**config.mk**
```make
export PLATFORM = sky130hd
export DESIGN_NAME = noc_synthetic_traffic_generator
export DESIGN_NICKNAME = d
export VERILOG_FILES = /design/src/hdl/ntg_pkg.sv /design/src/hdl/noc_synthetic_traffic_generator.sv /design/src/hdl/ntg_cfg.sv /design/src/hdl/ntg_dest.sv
export SDC_FILE = /design/constraint.sdc
export NUM_CORES = 1
export LEC_CHECK = 0
export ABC_AREA = 1
export BUFFER_PORTS_ARGS = -buffer_cell sky130_fd_sc_hd__buf_2
export CORE_ASPECT_RATIO = 1.4
export CORE_MARGIN = 1.5
export CORE_UTILIZATION = 63
export CTS_BUF_LIST = sky130_fd_sc_hd__clkbuf_8
export DETAILED_ROUTE_END_ITERATION = 6
export PLACE_DENSITY = 0.87
export SLEW_MARGIN = 20
export SYNTH_ARGS = -nofsm -noshare
export SYNTH_HDL_FRONTEND = slang
export SYNTH_SLANG_ARGS = --single-unit
```
**constraint.sdc**
```tcl
create_clock -name clk -period 7.2 [get_ports clk]
set_input_delay 0.36 -clock clk [delete_from_list [all_inputs] [get_ports clk]]
set_output_delay 0.36 -clock clk [all_outputs]
set_load 0.02 [all_outputs]
```
**src/hdl/ntg_pkg.sv**
```systemverilog
`default_nettype none
package ntg_pkg;

  // Mesh and address geometry
  localparam int MAX_NODES         = 256;
  localparam int BLOCK_OFFSET_BITS = 6;
  localparam int NODE_LOG2_FLOOR   = $clog2(MAX_NODES + 1) - 1;
  localparam int RADIX_LOG2_CAP    = (NODE_LOG2_FLOOR / 2 > 4) ? 4 : NODE_LOG2_FLOOR / 2;

  localparam int ADDR_W     = 14;
  localparam int CFG_INDEX_W = 3;
  localparam int CFG_DATA_W  = 32;

  // Configuration register indexes
  localparam logic [CFG_INDEX_W-1:0] REG_PATTERN   = 3'd0;
  localparam logic [CFG_INDEX_W-1:0] REG_NODE_ID   = 3'd1;
  localparam logic [CFG_INDEX_W-1:0] REG_RADIX     = 3'd2;
  localparam logic [CFG_INDEX_W-1:0] REG_FIXED_DST = 3'd3;
  localparam logic [CFG_INDEX_W-1:0] REG_SENDER    = 3'd4;
  localparam logic [CFG_INDEX_W-1:0] REG_THRESHOLD = 3'd5;
  localparam logic [CFG_INDEX_W-1:0] REG_LIMIT     = 3'd6;
  localparam logic [CFG_INDEX_W-1:0] REG_VNET_MODE = 3'd7;

  // Traffic patterns
  localparam logic [2:0] PAT_UNIFORM    = 3'd0;
  localparam logic [2:0] PAT_COMPLEMENT = 3'd1;
  localparam logic [2:0] PAT_REVERSE    = 3'd2;
  localparam logic [2:0] PAT_ROTATION   = 3'd3;
  localparam logic [2:0] PAT_NEIGHBOR   = 3'd4;
  localparam logic [2:0] PAT_SHUFFLE    = 3'd5;
  localparam logic [2:0] PAT_TRANSPOSE  = 3'd6;
  localparam logic [2:0] PAT_TORNADO    = 3'd7;

  // Virtual network modes and request kinds
  localparam logic signed [4:0] VNET_RAND_LOW  = -5'sd1;
  localparam logic signed [4:0] VNET_RAND_HIGH = -5'sd2;
  localparam logic [3:0] VNET_DEFAULT = 4'd2;
  localparam logic [1:0] KIND_READ  = 2'd0;
  localparam logic [1:0] KIND_IFETCH = 2'd1;
  localparam logic [1:0] KIND_WRITE = 2'd2;

  // Reset values
  localparam logic [2:0] RADIX_LOG2_RESET = 3'd2;

  typedef struct packed {
    logic [2:0]         traffic_pattern;
    logic [7:0]         node_id;
    logic [2:0]         radix_log2;
    logic signed [8:0]  fixed_destination;
    logic signed [8:0]  only_sender;
    logic [15:0]        inject_threshold;
    logic signed [31:0] packet_limit;
    logic signed [4:0]  vnet_mode;
  } cfg_t;

  typedef struct packed {
    logic [15:0] inject_draw;
    logic [7:0]  dest_draw;
    logic [2:0]  vnet_draw;
  } ntg_in_t;

  typedef struct packed {
    logic              send_valid;
    logic [7:0]        destination;
    logic [ADDR_W-1:0] packet_address;
    logic [3:0]        virtual_network;
    logic [1:0]        request_kind;
  } ntg_out_t;

endpackage
`default_nettype wire

```
**src/hdl/noc_synthetic_traffic_generator.sv**
```systemverilog
// Synthetic traffic source for one node of a square mesh.
// Input channel (in_valid/in_ready/in_data): one transfer per network tick,
//   carrying the injection, destination and virtual network draws.
// Output channel (out_valid/out_ready/out_data): one result per input
//   transfer, in order; send_valid = 0 means no packet this tick and all
//   other fields read zero.
// Config port (cfg_we/cfg_index/cfg_data): single-cycle register writes; the user
//   must make them while no transfer is in flight, which the block does not enforce.
// Pipeline: an input transfer loads the input register, and the result
//   register then loads from it, which raises out_valid. Throughput: one
//   item per cycle while out_ready is not held low; the destination
//   and decision logic is a single combinational pass between the two
//   registers, and the sent-packet counter is updated in that same pass.
// Stall: while out_ready is low the result register holds; one more item
//   is taken into the input register, then in_ready drops.
// Reset: clears the valid flags of both pipeline stages, the sent-packet
//   counter and all configuration registers to their defaults.
`default_nettype none
module noc_synthetic_traffic_generator (
  input  wire logic                            clk,
  input  wire logic                            rst,
  input  wire logic                            in_valid,
  output logic                                 in_ready,
  input  wire ntg_pkg::ntg_in_t                in_data,
  output logic                                 out_valid,
  input  wire logic                            out_ready,
  output ntg_pkg::ntg_out_t                    out_data,
  input  wire logic                            cfg_we,
  input  wire logic [ntg_pkg::CFG_INDEX_W-1:0] cfg_index,
  input  wire logic [ntg_pkg::CFG_DATA_W-1:0]  cfg_data
);
  import ntg_pkg::*;

  cfg_t     cfg;
  ntg_in_t  s1_data;
  logic     s1_valid;
  logic     s1_advance;
  logic     send;
  logic     limit_hit;
  logic     sender_blocked;
  logic [7:0] dest;
  logic [3:0] vnet;
  logic [1:0] kind;
  logic [1:0] vdraw_mod3;
  ntg_out_t res;
  logic [31:0] sent_count;
  logic [31:0] sent_count_next;

  ntg_cfg u_cfg (
    .clk       (clk),
    .rst       (rst),
    .cfg_we    (cfg_we),
    .cfg_index (cfg_index),
    .cfg_data  (cfg_data),
    .cfg       (cfg)
  );

  ntg_dest u_dest (
    .cfg         (cfg),
    .dest_draw   (s1_data.dest_draw),
    .destination (dest)
  );

  assign s1_advance = s1_valid && (!out_valid || out_ready);
  assign in_ready   = !s1_valid || s1_advance;

  always_comb begin
    limit_hit      = !cfg.packet_limit[31] && (sent_count >= $unsigned(cfg.packet_limit));
    sender_blocked = !cfg.only_sender[8] && (cfg.only_sender[7:0] != cfg.node_id);
    send = (s1_data.inject_draw < cfg.inject_threshold) && !limit_hit && !sender_blocked;

    case (s1_data.vnet_draw)
      3'd0, 3'd3, 3'd6: vdraw_mod3 = 2'd0;
      3'd1, 3'd4, 3'd7: vdraw_mod3 = 2'd1;
      default:          vdraw_mod3 = 2'd2;
    endcase

    if (cfg.vnet_mode == VNET_RAND_LOW) vnet = 4'(vdraw_mod3);
    else if (cfg.vnet_mode == VNET_RAND_HIGH) vnet = 4'd2 + 4'(s1_data.vnet_draw);
    else if (cfg.vnet_mode[4]) vnet = VNET_DEFAULT;
    else vnet = cfg.vnet_mode[3:0];

    if (vnet == 4'd0) kind = KIND_READ;
    else if (vnet == 4'd1) kind = KIND_IFETCH;
    else kind = KIND_WRITE;

    res = '0;
    if (send) begin
      res.send_valid      = 1'b1;
      res.destination     = dest;
      res.packet_address  = ADDR_W'({{(ADDR_W-8){1'b0}}, dest} << BLOCK_OFFSET_BITS);
      res.virtual_network = vnet;
      res.request_kind    = kind;
    end

    sent_count_next = sent_count;
    if (s1_advance && send && (sent_count != '1)) sent_count_next = sent_count + 32'd1;
  end

  always_ff @(posedge clk) begin
    if (rst) begin
      s1_valid   <= 1'b0;
      out_valid  <= 1'b0;
      sent_count <= '0;
    end else begin
      if (in_ready) s1_valid <= in_valid;
      if (s1_advance) out_valid <= 1'b1;
      else if (out_ready) out_valid <= 1'b0;
      sent_count <= sent_count_next;
    end
  end

  always_ff @(posedge clk) begin
    if (in_valid && in_ready) s1_data <= in_data;
    if (s1_advance) out_data <= res;
  end

`ifndef SYNTHESIS
  a_count_step: assert property (@(posedge clk) disable iff (rst)
    (s1_advance && send && (sent_count != '1)) |=> sent_count == $past(sent_count) + 32'd1)
    else $error("sent counter did not advance on an injected packet");

  a_count_hold: assert property (@(posedge clk) disable iff (rst)
    !(s1_advance && send) |=> $stable(sent_count))
    else $error("sent counter changed without an injected packet");

  a_idle_zero: assert property (@(posedge clk) disable iff (rst)
    (out_valid && !out_data.send_valid) |->
      (out_data.destination == '0 && out_data.packet_address == '0 &&
       out_data.virtual_network == '0 && out_data.request_kind == '0))
    else $error("result without a packet carries nonzero fields");

  a_ready_full: assert property (@(posedge clk) disable iff (rst)
    !in_ready |-> (s1_valid && out_valid && !out_ready))
    else $error("input stalled while pipeline has room");
`endif

endmodule
`default_nettype wire

```
**src/hdl/ntg_cfg.sv**
```systemverilog
`default_nettype none
module ntg_cfg (
  input  wire logic                           clk,
  input  wire logic                           rst,
  input  wire logic                           cfg_we,
  input  wire logic [ntg_pkg::CFG_INDEX_W-1:0] cfg_index,
  input  wire logic [ntg_pkg::CFG_DATA_W-1:0]  cfg_data,
  output ntg_pkg::cfg_t                       cfg
);
  import ntg_pkg::*;

  always_ff @(posedge clk) begin
    if (rst) begin
      cfg.traffic_pattern   <= PAT_UNIFORM;
      cfg.node_id           <= '0;
      cfg.radix_log2        <= RADIX_LOG2_RESET;
      cfg.fixed_destination <= -9'sd1;
      cfg.only_sender       <= -9'sd1;
      cfg.inject_threshold  <= '0;
      cfg.packet_limit      <= -32'sd1;
      cfg.vnet_mode         <= '0;
    end else if (cfg_we) begin
      case (cfg_index)
        REG_PATTERN:   cfg.traffic_pattern   <= cfg_data[2:0];
        REG_NODE_ID:   cfg.node_id           <= cfg_data[7:0];
        REG_RADIX:     cfg.radix_log2        <= cfg_data[2:0];
        REG_FIXED_DST: cfg.fixed_destination <= $signed(cfg_data[8:0]);
        REG_SENDER:    cfg.only_sender       <= $signed(cfg_data[8:0]);
        REG_THRESHOLD: cfg.inject_threshold  <= cfg_data[15:0];
        REG_LIMIT:     cfg.packet_limit      <= $signed(cfg_data[31:0]);
        REG_VNET_MODE: cfg.vnet_mode         <= $signed(cfg_data[4:0]);
        default: ;
      endcase
    end
  end

endmodule
`default_nettype wire

```
**src/hdl/ntg_dest.sv**
```systemverilog
`default_nettype none
module ntg_dest (
  input  wire ntg_pkg::cfg_t cfg,
  input  wire logic [7:0]  dest_draw,
  output logic [7:0]       destination
);
  import ntg_pkg::*;

  logic [2:0] r_clamp;
  logic [2:0] r;
  logic [3:0] two_r;
  logic [8:0] nodes;
  logic [7:0] nodes_mask;
  logic [7:0] half_nodes;
  logic [4:0] k;
  logic [3:0] kmask;
  logic [3:0] half_k;
  logic [7:0] id;
  logic [3:0] sx;
  logic [3:0] sy;
  logic [7:0] sy_row;
  logic [7:0] sx_row;
  logic [7:0] id_rev;
  logic [8:0] id_x2;

  // uniform draw reduction, modulo nodes - 1
  logic [3:0] m3_s;
  logic [2:0] m3_t;
  logic [2:0] m3_u;
  logic [1:0] m3;
  logic [4:0] m15_t;
  logic [4:0] m15_u;
  logic [3:0] m15;
  logic [6:0] m63_t;
  logic [5:0] m63;
  logic [7:0] m255;
  logic [7:0] umod;

  logic [7:0] pat_dest;

  always_comb begin
    if (cfg.radix_log2 == 3'd0) r_clamp = 3'd1;
    else if (cfg.radix_log2 > 3'd4) r_clamp = 3'd4;
    else r_clamp = cfg.radix_log2;
    r = (r_clamp > 3'(RADIX_LOG2_CAP)) ? 3'(RADIX_LOG2_CAP) : r_clamp;

    two_r      = {r, 1'b0};
    nodes      = 9'd1 << two_r;
    nodes_mask = 8'(nodes - 9'd1);
    half_nodes = nodes[8:1];
    k          = 5'd1 << r;
    kmask      = 4'(k - 5'd1);
    half_k     = k[4:1];

    id     = cfg.node_id & nodes_mask;
    sx     = id[3:0] & kmask;
    sy     = 4'(id >> r);
    sy_row = 8'({4'd0, sy} << r);
    sx_row = 8'({4'd0, sx} << r);
    for (int i = 0; i < 8; i++) id_rev[i] = id[7-i];
    id_x2 = {id, 1'b0};

    m3_s = 4'(id_x2[0]) + 4'(dest_draw[1:0]) + 4'(dest_draw[3:2])
         + 4'(dest_draw[5:4]) + 4'(dest_draw[7:6]);
    m3_t = 3'(m3_s[1:0]) + 3'(m3_s[3:2]);
    m3_u = (m3_t >= 3'd3) ? m3_t - 3'd3 : m3_t;
    m3   = 2'((m3_u >= 3'd3) ? m3_u - 3'd3 : m3_u);

    m15_t = 5'(dest_draw[3:0]) + 5'(dest_draw[7:4]);
    m15_u = (m15_t >= 5'd15) ? m15_t - 5'd15 : m15_t;
    m15   = 4'((m15_u >= 5'd15) ? m15_u - 5'd15 : m15_u);

    m63_t = 7'(dest_draw[5:0]) + 7'(dest_draw[7:6]);
    m63   = 6'((m63_t >= 7'd63) ? m63_t - 7'd63 : m63_t);

    m255 = (dest_draw == 8'hFF) ? 8'd0 : dest_draw;

    case (r)
      3'd1:    umod = 8'(m3);
      3'd2:    umod = 8'(m15);
      3'd3:    umod = 8'(m63);
      default: umod = m255;
    endcase

    case (cfg.traffic_pattern)
      PAT_UNIFORM:    pat_dest = (umod >= id) ? umod + 8'd1 : umod;
      PAT_COMPLEMENT: pat_dest = 8'({4'd0, ~sy & kmask} << r) | 8'(~sx & kmask);
      PAT_REVERSE:    pat_dest = id_rev >> (4'd8 - two_r);
      PAT_ROTATION:   pat_dest = id[0] ? (id >> 1) + half_nodes : (id >> 1);
      PAT_NEIGHBOR:   pat_dest = sy_row | 8'((sx + 4'd1) & kmask);
      PAT_SHUFFLE:    pat_dest = (id < half_nodes) ? id_x2[7:0]
                                 : 8'(id_x2 - nodes + 9'd1);
      PAT_TRANSPOSE:  pat_dest = sx_row | 8'(sy);
      PAT_TORNADO:    pat_dest = sy_row | 8'((sx + half_k + kmask) & kmask);
      default:        pat_dest = '0;
    endcase

    destination = cfg.fixed_destination[8] ? pat_dest : cfg.fixed_destination[7:0];
  end

endmodule
`default_nettype wire

```
# After elaboration in Yosys (flattened, before gate mapping)
# Index checks and enable logic that the tools add are counted.
# totals
word_cells,158
out_inout_bits,31
ff_bits,167
inputBits,67
# classes
eq_ne,28
reduce_logical,33
n_mux,24
magnitude_cmp,11
bitwise_logic,13
addsub,23
shift,7
# ops
op,n
8-bit case mux with 8 select lines,1
8-bit two-way mux,5
3-bit equality test (second input constant),11
32-bit by 1-bit adder with 32-bit output (second input constant),1
32-bit greater-or-equal comparator,1
32-bit inequality test (second input constant),1
29-bit two-way mux,1
8-bit by 4-bit AND with 8-bit output,3
8-bit OR,3
8-bit case mux with 3 select lines,1
4-bit by 3-bit << shifter with 8-bit output,3
3-bit by 2-bit equality test with 1-bit output (second input constant),7
8-bit by 1-bit adder with 8-bit output (second input constant),2
16-bit less-than comparator,1
4-bit two-way mux,4
2-bit AND reduction,8
3-bit by 1-bit equality test with 1-bit output (second input constant),4
3-bit zero test,4
3-bit two-way mux,4
4-bit by 4-bit adder with 5-bit output,2
5-bit by 4-bit greater-or-equal comparator with 1-bit output (second input constant),2
1-bit by 4-bit << shifter with 9-bit output (first input constant),1
4-bit by 2-bit adder with 4-bit output,2
7-bit by 8-bit adder with 8-bit output,1
other kinds (45),66

# Longest topological paths before layout
# depth
word_depth,16
ltp_mapped,33
ltp_nobuf,33

# By module
# A second synthesis with hierarchy kept.
# unflattened
cells_unflattened,1720
area_unflattened_um2,11680.0
# by_module_without_submodules
mod,seq_area_each_um2,instances,area_each_um2,cells_each
noc_synthetic_traffic_generator,1941.9,1,5220.0,711
ntg_dest,0.0,1,3303.2,571
ntg_cfg,1701.6,1,3156.8,438

# Worst setup path after synthesis
# OpenSTA, ideal clock, no wires.
# synth_timing
kind,reg-to-reg
startpoint,register s1_data[5] (netlist bit)
endpoint,"register out_data[14] (netlist bit), data pin"
path_buffers,0
arrival_time_ns,5.546
setup_time_ns,0.265
path_stages_with_launch,33
required_time_ns,6.935
setup_slack_ns,1.389
period_less_slack_ns,5.811
path_cell_list,edfxtp_1 ha_1 inv_1 fa_1 inv_1 fa_1 ha_1 fa_1 ha_1 fa_1 ha_1 a211o_1 nand2_1 o21ai_0 or2_2 nand3_1 nand2_1 o21bai_1 inv_1 nand2_2 nand2_1 inv_1 ha_1 a21oi_1 o21ai_0 nand2_1 and3_1 inv_1 nand2_1 nor2_2 nor3_1 o21ai_0 a21oi_1
# synth_via
elab_chain_len,13
word_cells_on_any_way,29
classes_between,add/sub (12); order compare (6); eq/ne (1); mux (10)
# synth_lines
element,line_no,text
from (decl),noc_synthetic_traffic_generator.sv:35,ntg_in_t s1_data;
from (signal assigned),noc_synthetic_traffic_generator.sv:114,if (in_valid && in_ready) s1_data <= in_data;
2-bit by 2-bit adder with 3-bit output,ntg_dest.sv:63,m3_s = 4'(id_x2[0]) + 4'(dest_draw[1:0]) + 4'(dest_draw[3:2])
4-bit by 2-bit adder with 4-bit output (2 in series),ntg_dest.sv:64,+ 4'(dest_draw[5:4]) + 4'(dest_draw[7:6]);
2-bit by 2-bit adder with 3-bit output,ntg_dest.sv:65,m3_t = 3'(m3_s[1:0]) + 3'(m3_s[3:2]);
3-bit by 2-bit subtractor with 3-bit output or 3-bit by 2-bit greater-or-equal comparator with 1-bit output (tied branches),ntg_dest.sv:66,m3_u = (m3_t >= 3'd3) ? m3_t - 3'd3 : m3_t;
3-bit two-way mux,ntg_dest.sv:66,
3-bit by 2-bit greater-or-equal comparator with 1-bit output or 2-bit subtractor (tied branches),ntg_dest.sv:67,m3 = 2'((m3_u >= 3'd3) ? m3_u - 3'd3 : m3_u);
2-bit two-way mux,ntg_dest.sv:67,
8-bit case mux with 3 select lines *,ntg_dest.sv:78,case (r)
8-bit by 1-bit adder with 8-bit output or 8-bit greater-or-equal comparator (tied branches),ntg_dest.sv:86,PAT_UNIFORM: pat_dest = (umod >= id) ? umod + 8'd1 : umod;
8-bit two-way mux *,ntg_dest.sv:86,
8-bit case mux with 8 select lines *,ntg_dest.sv:85,case (cfg.traffic_pattern)
8-bit two-way mux *,ntg_dest.sv:98,destination = cfg.fixed_destination[8] ? pat_dest : cfg.fixed_destination[7:0];
to (signal assigned),noc_synthetic_traffic_generator.sv:115,if (s1_advance) out_data <= res;
to (decl),noc_synthetic_traffic_generator.sv:27,"output ntg_pkg::ntg_out_t out_data,"
# Mark *: on every way between the ends. The rest lies on a longest branch, timed or not.
# A chain may end at the register's enable or synchronous reset.

# Worst setup path in the final report
# layout_timing
startpoint,register s1_data[5] (netlist bit)
endpoint,"register out_data[18] (netlist bit), data pin"
# The elaborated chain is that of the path after synthesis.

==> summary.md <==
| Metric | Value |
|---|---|
| ANT nets after route | 0 |
| Core Region | 17300 um2 |
| HPWL after DPL | 24.3 mm |
| Worst Hold Slack | 65.6 ps |
| Max IR drop VDD | 146 uV |
| Final non-filler cell total | 1822 |
| Max-cap violations | 0 |
| Fraction of final layout cells sized beyond drive strength 1 | 12.2% |
| R2R depth | 33 |
| Worst EP required | 7510 ps |
| First-pass GRT wire length | 50.3 mm |
| Fin crit period | 6390 ps |
| Critical path's slowest cell | edfxtp_1 |
| Pint | 1.45 mW |
| Post-synth EDFFs | 42 |
| Max frequency | 156 MHz |
| Top delay family on crit path | adder cells |
| Combinational power share | 27.1% |
| Initial Utilization | 64.4% |
| CTS resizes | 0 |
| Final net count | 1746 |
| Mapped cell area | 11200 um2 |
| CTS root buffer | clkbuf_8 |
| Syn Inst Count | 1508 |
| Switching Fraction | 34.7% |
| Most frequent CP cell | nand2_1 |
| Ports | 98 |
| Num CTS Buffers | 17 |
| Antenna cells | 0 |
| Setup ws final | 806 ps |
| Slew @ Worst Pin | 1010 ps |
| Cell area after placement | 11700 um2 |
| Run status | finished clean |
| Post-Place Setup Slack | 911 ps |
| Routed vias | 10700 |
| Slew headroom | 32.6% |
| DR pass1 iterations | 5 |
| RSZ-0062 raised after global routing | false |
| Critical path class | reg -> reg |
| Crit share post-route | 88.8% |
| Yosys warnings | 0 |
| PortBufs | 91 |
| Sw power | 772 uW |
| Leak pwr | 5.44 nW |
| Seq/Total Area, Yosys | 32.6% |
| HP Class | in -> reg |
| Levels on crit path | 33 |
| Max FO, Critical Path | 6 |
| Syn_area_per_cell | 7.40 um2 |
| Main synth FF type | dfxtp_1 |
| Area of the multi-input gates | 6490 um2 |
| Clock Latency Late Sink | 460 ps |
| FILL cells | 1482 |
| Area occupied by registers | 3640 um2 |
| Post-CTS Setup Repair Bufs | 0 |
| Post-Place Cells | 1790 |
| Register share of total power | 44.3% |
| Starting DRT DRC Count | 907 |
| Final RePlAce weighted congestion | 0.997 |
| Final hold violations | 0 |
| Fin util | 69.7% |
| Largest net degree at the start of global routing | 88 |
| CTS tree | built |
| Drt drc | 0 |
| Vias in the first global route | 10500 |
| CTS sink cnt | 161 |
| Worst Path Buf+Inv | 5 |
| H-tree Lvls | 4 |
| # setup viols final | 0 |
| Slew Limit Fails | 0 |
| Floorplan die width | 116 um |
| Async SR Flop Fraction | 0% |
| Worst Path Arrival | 6700 ps |
| Routed wire length | 31.6 mm |
| Worst setup EP type | register |
| Vias per inst | 5.87 |
| Maximum clock insertion buffer count | 2 |
| Library cells used by synthesis | 56 |
| Slowest Stage Delay on Critical Path | 500 ps |
| Clock Skews | 16.5 ps |
| Clk pin slew, worst setup/hold paths | 90 ps |
| Site Rows | 57 |
| Yosys reg bits | 161 |
| Initial antenna violation count | 2 |
| Crit start category | register |
| Total track usage | 34.9% |
| Power Total | 2.22 mW |
| Fin Setup TNS | 0 ps |
| GRT Residual Overflow | 0 |
| P&R area growth vs syn | 8.24% |
| Cts-stage hold buffer count | 0 |
| WL per Instance | 17.3 um |
| Worst Hold Path Cells | 1 |
| Clock Power Share | 28.6% |
| Post-route design area | 12100 um2 |
| Die area | 18500 um2 |
| Die Ht | 161 um |
| PwrDens | 184 nW/um2 |
-- path summary, 6_finish.rpt --
path,startpoint,end,slack [ps]
worst max-delay path,s1_data[5],out_data[18],810
worst min-delay path,in_data[1],s1_data[1],70
worst max register to register,s1_data[5],out_data[18],810
worst min register to register,u_cfg.cfg[52],u_cfg.cfg[52],470
-- cells in the mapped netlist (all sizes together) (2+ instances only) --
| cell type | n | area (um2) |
|---|---|---|
| a22oi | 2 | 15.0 |
| nand2 | 307 | 1210 |
| clkbuf | 35 | 131 |
| o21bai | 3 | 22.5 |
| a211oi | 6 | 45.0 |
| fa | 11 | 220 |
| dfxtp | 119 | 2380 |
| a21boi | 2 | 15.0 |
| inv | 207 | 777 |
| buf | 21 | 141 |
| a21oi | 131 | 674 |
| o22ai | 4 | 25.0 |
| nor3 | 31 | 155 |
| nand3 | 73 | 420 |
| clkinv | 4 | 15.0 |
| o2111ai | 3 | 26.3 |
| nor2 | 124 | 526 |
| xor2 | 39 | 342 |
| o21ai | 98 | 502 |
| nand4 | 52 | 325 |
| o31ai | 2 | 15.0 |
| o211ai | 45 | 343 |
| o221ai | 3 | 26.3 |
| a31oi | 2 | 12.5 |
| o21a | 4 | 30.0 |
| or2 | 6 | 37.5 |
| and3 | 3 | 18.8 |
| ha | 95 | 1190 |
| nor4 | 13 | 81.3 |
| nor3b | 2 | 15.0 |
| edfxtp | 42 | 1260 |
| xnor2 | 9 | 78.8 |
-- cell type report --
type,instances,share of cell area (%)
clock buffers,17,1.94
clock inverters,15,1.10
flip-flops and latches,161,30.2
well taps,236,2.44
multi-input cells,1085,53.7
repair buffers,97,4.14
inverters,211,6.55
-- metal layers --
metal | GRT usage [%] | wire length (um) | vias to the layer above
li1 | - | - | 5210
met1 | 34.5 | 11000 | 4940
met2 | 64.8 | 16600 | 405
met3 | 4.98 | 1400 | 137
met4 | 25.0 | 2520 | 4
met5 | 0 | 25 | -
-- state kept, by name (all words and copies together) (netlist names) --
register / cells
s1_data: 27
s1_valid: 1
out_valid: 1
u_cfg.cfg: 85
out_data: 15
sent_count: 32
-- placed cells by master (no fill, tap or decap), types with 6 or more instances in the layout --
cell        n
o21ai_0    89
inv_1     193
nand4_1    52
or2_2       6
a21oi_1   125
a211oi_1    6
buf_4       6
nor2_2      6
xnor2_1     9
xor2_1     39
nor3_1     31
nor2_1    111
dfxtp_1   119
inv_2      15
buf_2      91
nand2_1   291
nor2_4      7
o211ai_1   44
nand3_2     6
clkbuf_8   17
a21oi_2     6
conb_1      6
fa_1       11
edfxtp_1   42
nor4_1     13
o21ai_1     8
nand3_1    65
nand2_2    12
ha_1       95
-- cells by family after synthesis --
| group | Yosys count | synth area share (%) |
|---|---|---|
| AO/OA/AOI/OAI | 313 | 16.3 |
| XOR/XNOR | 48 | 3.77 |
| adder cells (fa/ha/maj) | 106 | 12.6 |
| buffers and inverters | 267 | 9.54 |
| flip-flops | 161 | 32.6 |
| other | 1 | 0.0336 |
| AND/OR/NAND/NOR | 612 | 25.1 |
-- power by group through the flow --
stage                     clock network [mW]  registers, mW  logic, mW
final                                  0.635          0.983      0.602
after global routing                   0.676          0.987      0.671
after CTS                              0.639          0.983      0.593
after detailed placement                   0           1.00      0.589
after global placement                     0           1.00      0.568
after floorplan                            0           1.00      0.438
Note: power is estimated with default switching activity, not from simulation.
